`src/rtl/sstf_disk_request_scheduler_defines.svh`:
```
// Assertion macros for the request scheduler.
`ifndef SSTF_DISK_REQUEST_SCHEDULER_DEFINES_SVH
`define SSTF_DISK_REQUEST_SCHEDULER_DEFINES_SVH

`ifndef SYNTH
`define SSTF_ASSERT_IMP(lbl, a, b) \
  lbl: assert property (@(posedge clk) disable iff (!rst_n) (a) |-> (b)) \
    else $error("sstf assertion failed");
`define SSTF_ASSERT_NXT(lbl, a, b) \
  lbl: assert property (@(posedge clk) disable iff (!rst_n) (a) |=> (b)) \
    else $error("sstf assertion failed");
`else
`define SSTF_ASSERT_IMP(lbl, a, b)
`define SSTF_ASSERT_NXT(lbl, a, b)
`endif

`endif

```
`src/rtl/sstf_pkg.sv`:
```
package sstf_pkg;

  localparam int unsigned POS_W = 16;
  localparam int unsigned SUM_W = 22;
  localparam logic [SUM_W-1:0] TOTAL_MAX = {SUM_W{1'b1}};

  // candidate rippling down the cell row
  typedef struct packed {
    logic             go;
    logic             found;
    logic [POS_W-1:0] seek;
    logic [POS_W-1:0] pos;
  } cand_t;

  // shared controls broadcast to every cell
  typedef struct packed {
    logic             clear;
    logic [POS_W-1:0] head;
    logic [POS_W-1:0] wr_pos;
  } cell_ctl_t;

endpackage

```
`src/rtl/sstf_cell.sv`:
```
module sstf_cell import sstf_pkg::*; #(
  parameter int unsigned IDXW     = 5,
  parameter int unsigned CELL_IDX = 0
) (
  input  logic            clk,
  input  logic            rst_n,
  input  cell_ctl_t       ctl,
  input  logic            wr_en,
  input  logic            mark_en,
  input  cand_t           cand_in,
  input  logic [IDXW-1:0] idx_in,
  output cand_t           cand_out,
  output logic [IDXW-1:0] idx_out
);

  logic             valid_r;
  logic             served_r;
  logic [POS_W-1:0] pos_r;
  cand_t            cand_r;
  logic [IDXW-1:0]  idx_r;
  logic [POS_W-1:0] d;
  logic             take;

  assign d    = (ctl.head > pos_r) ? (ctl.head - pos_r) : (pos_r - ctl.head);
  assign take = valid_r && !served_r && (!cand_in.found || (d < cand_in.seek));

  always_ff @(posedge clk) begin
    if (!rst_n) begin
      valid_r  <= 1'b0;
      served_r <= 1'b0;
    end else if (ctl.clear) begin
      valid_r  <= 1'b0;
      served_r <= 1'b0;
    end else if (wr_en) begin
      valid_r  <= 1'b1;
      served_r <= 1'b0;
    end else if (mark_en) begin
      served_r <= 1'b1;
    end
  end

  always_ff @(posedge clk) begin
    if (wr_en) begin
      pos_r <= ctl.wr_pos;
    end
  end

  always_ff @(posedge clk) begin
    if (!rst_n) begin
      cand_r <= '0;
      idx_r  <= '0;
    end else begin
      cand_r.go <= cand_in.go;
      if (take) begin
        cand_r.found <= 1'b1;
        cand_r.seek  <= d;
        cand_r.pos   <= pos_r;
        idx_r        <= IDXW'(CELL_IDX);
      end else begin
        cand_r.found <= cand_in.found;
        cand_r.seek  <= cand_in.seek;
        cand_r.pos   <= cand_in.pos;
        idx_r        <= idx_in;
      end
    end
  end

  assign cand_out = cand_r;
  assign idx_out  = idx_r;

endmodule
```
`config.mk`:
```
export PLATFORM = sky130hd
export DESIGN_NAME = sstf_cell
export DESIGN_NICKNAME = d
export VERILOG_FILES = /design/src/rtl/sstf_disk_request_scheduler_defines.svh /design/src/rtl/sstf_pkg.sv /design/src/rtl/sstf_cell.sv
export SDC_FILE = /design/constraint.sdc
export NUM_CORES = 1
export LEC_CHECK = 0
export ABC_AREA = 1
export CAP_MARGIN = 20
export CORE_MARGIN = 5
export CORE_UTILIZATION = 32
export CTS_CLUSTER_SIZE = 20
export DETAILED_ROUTE_END_ITERATION = 10
export DONT_BUFFER_PORTS = 1
export GPL_ROUTABILITY_DRIVEN = 0
export SYNTH_ARGS = -nofsm -noshare
export SYNTH_HDL_FRONTEND = slang
export SYNTH_SLANG_ARGS = --single-unit
```
`constraint.sdc`:
```
create_clock -name clk -period 9 [get_ports clk]
set_input_delay 1.8 -clock clk [delete_from_list [all_inputs] [get_ports clk]]
set_output_delay 1.8 -clock clk [all_outputs]
set_load 0.01 [all_outputs]
```
==> summary.txt, run 1 <==
Outcome
  • Result of the run: completed

STA
  • Setup TNS: 0 ns
  • Tightest slew margin relative to the limit: 0.437
  • Least-Margin Pin Slew: 0.842 ns
  • Min Tclk post-route: 5.02 ns
  • Final period util: 0.558
  • Final number of setup-violating endpoints: 0
  • Total count of hold-check failures in the final report: 0
  • Highest clock frequency the design can meet: 199 MHz
  • Hold Slack: 0.488 ns
  • Setup repair after global routing missed its margin: no
  • Number of pins with negative max-slew slack in the final report: 0
  • Largest clock skew in the final design: 0.00954 ns

Floorplanning
  • Starting density of the core: 0.326
  • Core region area: 0.0132 sq mm
  • DIE AREA: 0.0159 sq mm
  • I/O pins: about 120
  • Std cell rows: 42
  • Die Ht: ~130 um
  • Die outline width: 126 um

Final layout
  • Layout net count: roughly 770
  • Commonest cells after routing, fill and taps aside: nand2_1, inv_1, nand3_1, ha_1, dfxtp_1
  • Growth of design area from synthesis to finish: 10.4%
  • Storage cell area: 0.00130 sq mm
  • Antenna cell count: 0
  • Commonest non-fill, non-tap cell in the layout: nand2_1
  • Footprint of the multi-input gates: 0.00247 sq mm
  • Fraction of layout instances using a drive strength above 1: 0.0526
  • Total of fill cells in the finished design: ~1500

Hold path
  • Class of the tightest hold or removal check: flip-flop to flip-flop
  • Worst min-delay path startpoint: valid_r$_SDFFE_PP0P_

Synthesis
  • Synth Area in Adders: 0.142
  • Biggest area consumer among synthesized cells: dfxtp_1
  • Share of the synthesized area in the top cell type: 0.190
  • Post-Synthesis Net Count: 770
  • Post-synthesis share of cell area spent on xor and xnor gates: 0.0182
  • Compound-cell area share of the yosys netlist: 0.0793
  • Dominant combinational cell family by area after synthesis: simple AND/OR/NAND/NOR gates
  • Biggest area contributors in the synthesized netlist: dfxtp_1, nand2_1, ha_1
  • Synthesized cell area: 0.00432 sq mm
  • Number of library cell types mapped by synthesis: 34
  • Share of synthesized cell area in and, or, nand and nor gates: 0.331
  • Seq cells post-synth: 57
  • Mean post-synth cell area: 6.69 sq um
  • Synthesized instance count: 646
  • Sequential-to-total area share from yosys stat: 0.301
  • Synthesis warning total: 0
  • Multiplexer area fraction after synthesis: 0

Routing
  • Detailed-route vias per instance: ~4.6
  • Detailed-router iteration count before antenna repair: 4
  • Routed wire length: 11700 um
  • Vias after detailed routing: 3772
  • Wire length per cell: roughly 14 um
  • Post-route antenna net violation count: 0
  • Number of DRC violations after detailed-routing iteration 0: 236
  • Residual DRC: 0

GRT
  • Global-route wire length before repair: 19000 um
  • Number of antenna violations at the first check in global routing: 0
  • All-Layer GR Usage: 0.151
  • Gr ovfl total: 0
  • Maximum number of pins on one net before global-route repair: 37
  • Number of global-route vias before repair: 3731

Worst setup path
  • Critical Path Source Type: primary input
  • Reg-to-reg startpoint: pos_r[13]$_DFFE_PP_
  • Critical path capture point type: flip-flop
  • Crit path kind: primary input to flip-flop
  • CP required: between 9 and 10 ns
  • Start point of the critical path: ctl[16]
  • Arrival @ worst endpoint: 5.26 ns
  • Largest driver fanout on the critical path: 22

CTS
  • Hold-fix buffers, CTS: 0
  • Post CTS Setup Buffer Count: 0
  • TritonCTS clock tree: done
  • H-tree depth reported by CTS: 3
  • Cts repair resizes: 0
  • Clk Latency, worst-skew pair: 0.35 ns
  • Clock input transition at the sequential cells of the worst setup and hold paths: around 0.05 ns
  • Number of buffers created by CTS: 9
  • Root Buffer: clkbuf_16
  • Clock sink count: 57
  • Bufs on Longest Clock Path: 2

Placement
  • Detailed Place HPWL: 9440 um
  • Number of port buffers: 0

Power
  • Pwr/cell area: 190 mW/mm^2
  • Gate power share: 0.285
  • P_leak: 2.60 nW
  • Peak ir drop on the vdd network: around 0.13 mV
  • Sequential cell fraction of total power: 0.333
  • Internal power consumption: approximately 0.00060 W
  • Share of total power in the clock network: 0.382
  • Net switching power: 0.000305 W
  • Net switching share of the total power: 0.335

Flow run
  • MaxCap Viol Count: 0
-- flip-flops by register name, summed over array words and instances (netlist names) --
name	cells
pos_r	16
served_r	1
valid_r	1
idx_out	5
cand_out	34
-- through the flow --
step	total power (W)	util	instance area, sq um	std cells	setup WS, ns
2_1_floorplan	0.000512	-	4320	646	4.42
3_3_place_gp	0.000565	0.337	4460	806	3.65
3_5_place_dp	0.000567	0.337	4460	806	3.53
4_1_cts	0.000920	0.360	4770	822	3.88
5_1_grt	0.000975	0.360	4770	822	3.36
6_report	0.000909	0.360	4770	822	3.98
-- layout make-up --
type	instances	area share
clock inverters	3	0.00393
repair buffers	1	0.00157
multi-input cells	449	0.518
clock buffers	13	0.0614
flip-flops and latches	57	0.273
well taps	176	0.0461
inverters	123	0.0967
-- worst max-delay path, cell delays in order --
cell and delay [ns]:
inv_1 0.04, ha_1 0.13, inv_1 0.07, fa_1 0.43, nand2_1 0.09, nand2_1 0.09, nand2_1 0.07, nand2_1 0.08
nand2_2 0.07, nand2_2 0.06, nand2_4 0.23, inv_2 0.14, nand3_1 0.10, nand2_1 0.08, ha_1 0.29, nand2_1 0.06
inv_1 0.03, o21bai_1 0.11, a21oi_1 0.07, nor2_1 0.08, nand2_1 0.05, nand2_1 0.07, nand3_1 0.58, o21ai_0 0.42
-- final timing paths --
kind / to / slack [ns] / cells after the start
max: cand_out[6]$_SDFF_PN0_ / 3.98 / 24
min reg2reg: valid_r$_SDFFE_PP0P_ / 0.49 / 2
min: valid_r$_SDFFE_PP0P_ / 0.49 / 2
max reg2reg: cand_out[6]$_SDFF_PN0_ / 5.08 / 20
-- power by group through the flow --
stage	Combinational (W)	Clock (W)	Sequential (W)
5_1_grt	0.000301	0.000370	0.000305
3_5_place_dp	0.000258	0	0.000308
6_report	0.000259	0.000347	0.000303
3_3_place_gp	0.000257	0	0.000308
2_1_floorplan	0.000207	0	0.000304
4_1_cts	0.000260	0.000357	0.000303
-- kinds of logic after synthesis --
kind of cell,after synthesis
XOR/XNOR,9
flip-flops,57
AND/OR/NAND/NOR,330
AO/OA/AOI/OAI,62
buffers and inverters,140
adder cells (fa/ha/maj),48
-- synth_stat cells --
cell type	instances
a21o_1	1
o21a_1	1
dfxtp_1	41
nand3b_1	1
buf_2	5
nand3_1	79
xor2_1	8
or2_2	1
nor4_1	1
buf_6	2
clkbuf_1	7
a21oi_1	27
o21bai_1	2
o21ai_0	22
buf_4	1
edfxtp_1	16
nand2_4	1
nand4_1	9
inv_1	122
inv_2	1
nor3_1	2
ha_1	46
nor2_4	2
o21ai_1	3
fa_1	2
nand3b_4	1
and2_4	1
o21ai_2	6
nor2_1	29
nand2_2	5
nand2_1	196
buf_1	2
xnor2_1	1
and2_1	2
-- metal layers --
| metal | up-vias | GRT usage | routed length, um |
|---|---|---|---|
| met5 | - | 0 | 0 |
| met4 | 0 | 0.0366 | 120 |
| met3 | 8 | 0.0576 | 887 |
| met2 | 114 | 0.231 | 5070 |
| met1 | 1624 | 0.203 | 5610 |
| li1 | 2026 | - | - |
No activity file was read; power rests on OpenSTA's default activity.
==> run 2: changes to the inputs <==
==> constraint.sdc (replaced) <==
create_clock -name clk -period 4.3 [get_ports clk]
set_input_delay 0.86 -clock clk [delete_from_list [all_inputs] [get_ports clk]]
set_output_delay 0.86 -clock clk [all_outputs]
set_load 0.01 [all_outputs]
==> run 2 against run 1 <==
Non-clock buffer count is 16 higher. Worst setup slack worse by 3.5 ns. Clock power grew 100%. Total power grew 110%. Combinational power grew 120%. Highest routed layer unchanged.
==> summary.txt, run 2 (synthesis gave the netlist of run 1 again) <==
Final layout
  • Antenna cell count: 0 (unchanged)
  • Commonest cells after routing, fill and taps aside: nand2_1, inv_1, nand3_1, ha_1, dfxtp_1
  • Commonest non-fill, non-tap cell in the layout: nand2_1
  • Growth of design area from synthesis to finish: 13.1%
  • Fraction of layout instances using a drive strength above 1: 0.0755 (+0.0229)
  • Layout net count: 781 (+2.1%)
  • Flip-flop count of the largest register after layout: 34 (unchanged)
  • Total of fill cells in the finished design: 1478 (+1.7%)
  • Number of standard cells in the layout, taps in and fillers out: 838 (+1.9%)

STA
  • Least-Margin Pin Slew: 0.457 ns (-0.386 ns)
  • Final number of setup-violating endpoints: 0 (unchanged)
  • Number of pins with negative max-slew slack in the final report: 0 (unchanged)
  • Highest clock frequency the design can meet: 265 MHz
  • Min Tclk post-route: 3.78 ns
  • Largest clock skew in the final design: 0.00912 ns (-0.000421 ns)
  • Setup repair after global routing missed its margin: no
  • Tightest slew margin relative to the limit: 0.695 (+0.259)
  • Total count of hold-check failures in the final report: 0 (unchanged)
  • Final period util: 0.879
  • Setup TNS: 0 ns (unchanged)
  • Min setup slack post-route: 0.522 ns (-3.46 ns)

Worst setup path
  • Largest driver fanout on the critical path: 33 (+50%)
  • Arrival @ worst endpoint: 4.05 ns (-1.21 ns)
  • Critical Path Source Type: primary input
  • Largest delay contributor family on the critical path: simple AND/OR/NAND/NOR gates
  • Sum of buffers and inverters on the critical path: 4 (unchanged)
  • CP required: 4.57 ns (-4.66 ns)
  • Critical-path cell with the highest stage delay: fa_1
  • Critical path capture point type: flip-flop
  • Crit path kind: primary input to flip-flop
  • Cell mode on critical path: nand2_1
  • Max incr delay on CP: 0.42 ns (-0.16 ns)
  • Cell-by-cell listing of the critical path: inv_1 > ha_1 > inv_1 > fa_1 > nand2_1 > nand2_1 > nand2_1 > nand2_1 > nand2_2 > nand2_2 > nand2_4 > inv_2 > nand3_1 > nand2_1 > ha_1 > nand4_1 > nor3_1 > nand2_1 > nand2_1 > nand2_1 > nand2_1 > buf_4 > nand2_1 > nor2_1

Power
  • Peak ir drop on the vdd network: 0.226 mV (+69%)
  • P_leak: 2.67 nW (+2.8%)
  • Pwr/cell area: 389 mW/mm^2 (+100%)

Routing
  • Routed wire length: 11800 um (+1.1%)
  • Vias after detailed routing: 3849 (+2.0%)
  • Detailed-router iteration count before antenna repair: 4 (unchanged)
  • Number of DRC violations after detailed-routing iteration 0: 156 (-34%)
  • Detailed-route vias per instance: 4.59 (about the same)
  • Wire length per cell: 14.1 um (-0.85%)
  • Residual DRC: 0 (unchanged)
  • Post-route antenna net violation count: 0 (unchanged)

Floorplanning
  • Core region area: 0.0132 sq mm (unchanged)
  • I/O pins: 115 (unchanged)
  • Die Ht: 126 um (unchanged)
  • Std cell rows: 42 (unchanged)
  • DIE AREA: 0.0159 sq mm (unchanged)
  • Starting density of the core: 0.326 (unchanged)
  • Die outline width: 126 um (unchanged)

Placement
  • Dpl ws: 0.0798 ns (-3.45 ns)
  • Detailed Place HPWL: 9610 um (+1.8%)
  • Placed Instances: 822 (+2.0%)
  • Number of port buffers: 0 (unchanged)

CTS
  • Bufs on Longest Clock Path: 2 (unchanged)
  • Clock input transition at the sequential cells of the worst setup and hold paths: 0.05 ns (about the same)
  • Post CTS Setup Buffer Count: 0 (unchanged)
  • TritonCTS clock tree: done
  • Clk Latency, worst-skew pair: 0.34 ns (about the same)
  • Number of buffers created by CTS: 9 (unchanged)
  • Root Buffer: clkbuf_16
  • Clock sink count: 57 (unchanged)
  • H-tree depth reported by CTS: 3 (unchanged)

Outcome
  • Result of the run: completed

GRT
  • Gr ovfl total: 0 (unchanged)
  • Maximum number of pins on one net before global-route repair: 37 (unchanged)
  • Global-route wire length before repair: 19200 um (+0.73%)
  • Number of antenna violations at the first check in global routing: 0 (unchanged)
  • Number of global-route vias before repair: 3884 (+4.1%)
  • All-Layer GR Usage: 0.152 (+0.000776)

Flow run
  • MaxCap Viol Count: 0 (unchanged)

Hold path
  • Class of the tightest hold or removal check: flip-flop to flip-flop
run 2: cell types whose count changed in the layout (fill, tap and decap cells not counted):
cell	delta
clkinv_2	+1
buf_4	+15
bufinv_16	+1
clkbuf_1	+1
buf_12	+1
clkinv_4	-1
nor2_1	-1
nor2_2	+1
clkbuf_16	-2
run 2: report_power, final:
| group | switching (W) | internal [W] |
|---|---|---|
| combinational | 0.000355 | 0.000211 |
| sequential | 0.0000339 | 0.000599 |
| clock | 0.000242 | 0.000460 |
| total | 0.000630 | 0.00127 |
run 2: per-layer routing:
metal / GRT usage / up-vias / routed length (um)
met5: 0 / - / 0
li1: - / 2048 / -
met4: 0.0517 / 0 / 184
met2: 0.237 / 102 / 5230
met3: 0.0500 / 16 / 888
met1: 0.198 / 1683 / 5510
run 2: area by class of cell:
type / instances / area, sq um / area share
clock inverter: 4 / 45.0 / 0.00922
multi-input combinational: 449 / 2470 / 0.506
tap: 176 / 220 / 0.0451
timing repair buffer: 17 / 140 / 0.0287
inverter: 123 / 462 / 0.0945
sequential: 57 / 1300 / 0.266
clock buffer: 12 / 246 / 0.0504
run 2: final timing paths:
check / from / endpoint / slack (ns) / cells past startpoint
setup / recovery: ctl[16] / idx_out[2]$_SDFF_PP0_ / 0.52 / 24
hold / removal: valid_r$_SDFFE_PP0P_ / valid_r$_SDFFE_PP0P_ / 0.50 / 2
setup reg to reg: pos_r[0]$_DFFE_PP_ / idx_out[2]$_SDFF_PP0_ / 0.73 / 23
hold reg to reg: valid_r$_SDFFE_PP0P_ / valid_r$_SDFFE_PP0P_ / 0.50 / 2
run 2: what timing repair did:
item	4_1_cts	5_1_grt
endpoints found under the hold margin	0	0
gates resized for setup	0	1
hold buffers	0	0
setup endpoints to repair	0	1
run 2: metrics by stage:
step                 util  area [sq um]  power, W  hold WS (ns)
global placement    0.347          4590   0.00121         0.479
finish              0.369          4890   0.00190         0.502
detailed placement  0.347          4590   0.00121         0.493
CTS                 0.369          4880   0.00193         0.504
floorplan               -          4320   0.00107         0.468
global route        0.369          4890   0.00205         0.532
run 2: worst register-to-register path, cell delays in order, from the launching register on:
cell      delay (ns)
edfxtp_1        0.34
ha_1            0.14
inv_1           0.06
fa_1            0.42
nand2_1         0.09
nand2_1         0.10
nand2_1         0.07
nand2_1         0.08
nand2_2         0.07
nand2_2         0.06
nand2_4         0.19
inv_2           0.14
nand3_1         0.09
nand2_1         0.09
ha_1            0.33
nand4_1         0.13
nor3_1          0.15
nand2_1         0.07
nand2_1         0.06
nand2_1         0.06
nand2_1         0.09
buf_4           0.36
nand2_1         0.21
nor2_1          0.12
==> run 3: changes to the inputs <==
==> constraint.sdc (replaced) <==
create_clock -name clk -period 4.3 [get_ports clk]
set_input_delay 0.215 -clock clk [delete_from_list [all_inputs] [get_ports clk]]
set_output_delay 0.215 -clock clk [all_outputs]
set_load 0.01 [all_outputs]
==> run 3 against run 2 <==
First-iteration DRC count rose by 60%. Design area is 4.8% higher. Core utilization is 1.8 points higher. Clock skew down 0.0024 ns. Critical path type is now flip-flop to flip-flop. Critical endpoint is now cand_out[20]$_SDFF_PN0_. Largest power group unchanged.
==> summary.txt, run 3 (synthesis gave the netlist of run 1 again) <==
Outcome
  • Result of the run: completed

Final layout
  • Layout net count: 799 (+2.3%)
  • Commonest non-fill, non-tap cell in the layout: nand2_1
  • Fraction of layout instances using a drive strength above 1: 0.0529 (-0.0226)
  • Total of fill cells in the finished design: 1422 (-3.8%)
  • Storage cell area: 0.00130 sq mm (unchanged)
  • Growth of design area from synthesis to finish: 18.5%
  • Final Cell Area: 0.00512 sq mm (+4.8%)
  • Util after Layout: 0.387 (+0.0176)
  • Antenna cell count: 0 (unchanged)
  • Footprint of the multi-input gates: 0.00247 sq mm (unchanged)
  • Flip-flop count of the largest register after layout: 34 (unchanged)
  • Commonest cells after routing, fill and taps aside: nand2_1, inv_1, nand3_1, ha_1, dfxtp_1

Worst setup path
  • Start point of the critical path: pos_r[0]$_DFFE_PP_
  • Critical-path cell with the highest stage delay: fa_1
  • Reg-to-reg startpoint: pos_r[0]$_DFFE_PP_
  • Critical path capture point type: flip-flop
  • Minimum setup slack among reg-to-reg paths: 0.71 ns (-0.02 ns)
  • Largest driver fanout on the critical path: 22 (-33%)
  • R2R depth: 25 (+8.7%)
  • Max incr delay on CP: 0.43 ns (about the same)
  • Sum of buffers and inverters on the critical path: 3 (-1)
  • CP required: 4.59 ns (+0.02 ns)
  • Largest delay contributor family on the critical path: simple AND/OR/NAND/NOR gates
  • Crit path kind: flip-flop to flip-flop
  • Cell mode on critical path: nand2_1
  • CP Capture Point: cand_out[20]$_SDFF_PN0_
  • Arrival @ worst endpoint: 3.88 ns (-0.17 ns)
  • Worst path depth: 25 (+4.2%)
  • Capture point of the worst reg-to-reg path: cand_out[20]$_SDFF_PN0_
  • Critical Path Source Type: flip-flop

Placement
  • Cell area after placement: 0.00448 sq mm (-2.6%)
  • Number of port buffers: 0 (unchanged)
  • Detailed Place HPWL: 9560 um (-0.49%)
  • Dpl ws: 0.457 ns (+0.377 ns)

GRT
  • Maximum number of pins on one net before global-route repair: 37 (unchanged)
  • Gr ovfl total: 0 (unchanged)
  • Number of antenna violations at the first check in global routing: 0 (unchanged)
  • Global-route wire length before repair: 19500 um (+1.9%)
  • Number of global-route vias before repair: 3967 (+2.1%)
  • All-Layer GR Usage: 0.155 (+0.00296)

Routing
  • Residual DRC: 0 (unchanged)
  • Met3 routed WL: 1320 um (+48%)
  • Met2 WL: 5170 um (-1.1%)
  • Detailed-router iteration count before antenna repair: 7 (+3)
  • Wire length per cell: 14.1 um (-0.21%)
  • Post-route antenna net violation count: 0 (unchanged)
  • Routed wire length: 12000 um (+1.9%)
  • Vias after detailed routing: 3942 (+2.4%)
  • Top routing layer in use: met4
  • Detailed-route vias per instance: 4.61 (+0.26%)
  • Number of DRC violations after detailed-routing iteration 0: 250 (+60%)
  • Met1 routed wirelength after detailed routing: 5400 um (-2.0%)

STA
  • Min setup slack post-route: 0.708 ns (+0.187 ns)
  • Final period util: 0.835 (-0.0435)
  • Highest clock frequency the design can meet: 278 MHz (+5.2%)
  • Setup TNS: 0 ns (unchanged)
  • Final number of setup-violating endpoints: 0 (unchanged)
  • Largest clock skew in the final design: 0.00675 ns (-0.00237 ns)
  • Min Tclk post-route: 3.59 ns (-0.187 ns)
  • Least-Margin Pin Slew: 0.854 ns (+0.397 ns)
  • Tightest slew margin relative to the limit: 0.429 (-0.266)
  • Total count of hold-check failures in the final report: 0 (unchanged)
  • Number of pins with negative max-slew slack in the final report: 0 (unchanged)
  • Setup repair after global routing missed its margin: no

Power
  • Sequential cell fraction of total power: 0.324 (-0.009)
  • Net switching share of the total power: 0.331 (-0.000434)
  • Internal power consumption: 0.00131 W (+2.7%)
  • Net switching power: 0.000646 W (+2.5%)
  • Peak ir drop on the vdd network: 0.216 mV (-4.4%)
  • Pwr/cell area: 381 mW/mm^2 (-2.0%)
  • Share of total power in the clock network: 0.382 (+0.013)
  • P_leak: 2.75 nW (+2.7%)
  • Gate power share: 0.294 (-0.004)

Flow run
  • MaxCap Viol Count: 0 (unchanged)

Floorplanning
  • Die outline width: 126 um (unchanged)
  • I/O pins: 115 (unchanged)
  • Std cell rows: 42 (unchanged)
  • Core region area: 0.0132 sq mm (unchanged)
  • DIE AREA: 0.0159 sq mm (unchanged)
  • Die Ht: 126 um (unchanged)
  • Starting density of the core: 0.326 (unchanged)

CTS
  • Clock sink count: 57 (unchanged)
  • Root Buffer: clkbuf_16
  • Clk Latency, worst-skew pair: 0.34 ns (about the same)
  • Bufs on Longest Clock Path: 2 (unchanged)
  • TritonCTS clock tree: done
  • H-tree depth reported by CTS: 3 (unchanged)
  • Number of buffers created by CTS: 9 (unchanged)
  • Post CTS Setup Buffer Count: 0 (unchanged)
  • Clock input transition at the sequential cells of the worst setup and hold paths: 0.05 ns (about the same)

Hold path
  • Class of the tightest hold or removal check: primary input to flip-flop
-- run 3: area by class of cell --
class                      instances  share of cell area
multi-input combinational        449               0.483
sequential                        57               0.254
inverter                         123              0.0902
timing repair buffer              35              0.0670
clock buffer                      14              0.0601
tap                              176              0.0430
clock inverter                     2             0.00269
-- run 3: timing repair --
item	4_1_cts	5_1_grt
hold buffers	32	0
gates resized for setup	0	1
setup endpoints to repair	0	1
endpoints found under the hold margin	46	0
-- run 3: through the flow --
stage / instances / hold WS [ns] / power [W]
after CTS: 856 / 0.000450 / 0.00197
after global routing: 856 / 0.0137 / 0.00209
after detailed placement: 808 / 0.299 / 0.00119
after floorplan: 646 / 0.293 / 0.00107
final: 856 / 0.0112 / 0.00195
after global placement: 808 / 0.296 / 0.00119
-- run 3: worst min path at each step --
stage	slack (ns)	cells past startpoint	endpoint	startpoint
global route	0.01	2	cand_out[21]$_SDFF_PN0_	cand_in[21]
finish	0.01	2	cand_out[29]$_SDFF_PN0_	cand_in[29]
CTS	0.0005	2	cand_out[29]$_SDFF_PN0_	cand_in[29]
global placement	0.30	1	served_r$_SDFFE_PP0P_	ctl[32]
floorplan	0.29	1	served_r$_SDFFE_PP0P_	wr_en
detailed placement	0.30	1	served_r$_SDFFE_PP0P_	ctl[32]
-- run 3: per-layer routing --
layer / vias to the layer above / global-route usage
met2: 160 / 0.239
li1: 2091 / -
met5: - / 0
met3: 13 / 0.0694
met4: 0 / 0.0397
met1: 1678 / 0.198
-- run 3: power groups by stage --
stage	sequential [W]	combinational [W]	clock, W
6_report	0.000632	0.000573	0.000746
3_3_place_gp	0.000644	0.000545	0
2_1_floorplan	0.000637	0.000434	0
4_1_cts	0.000634	0.000573	0.000768
3_5_place_dp	0.000644	0.000544	0
5_1_grt	0.000637	0.000660	0.000794
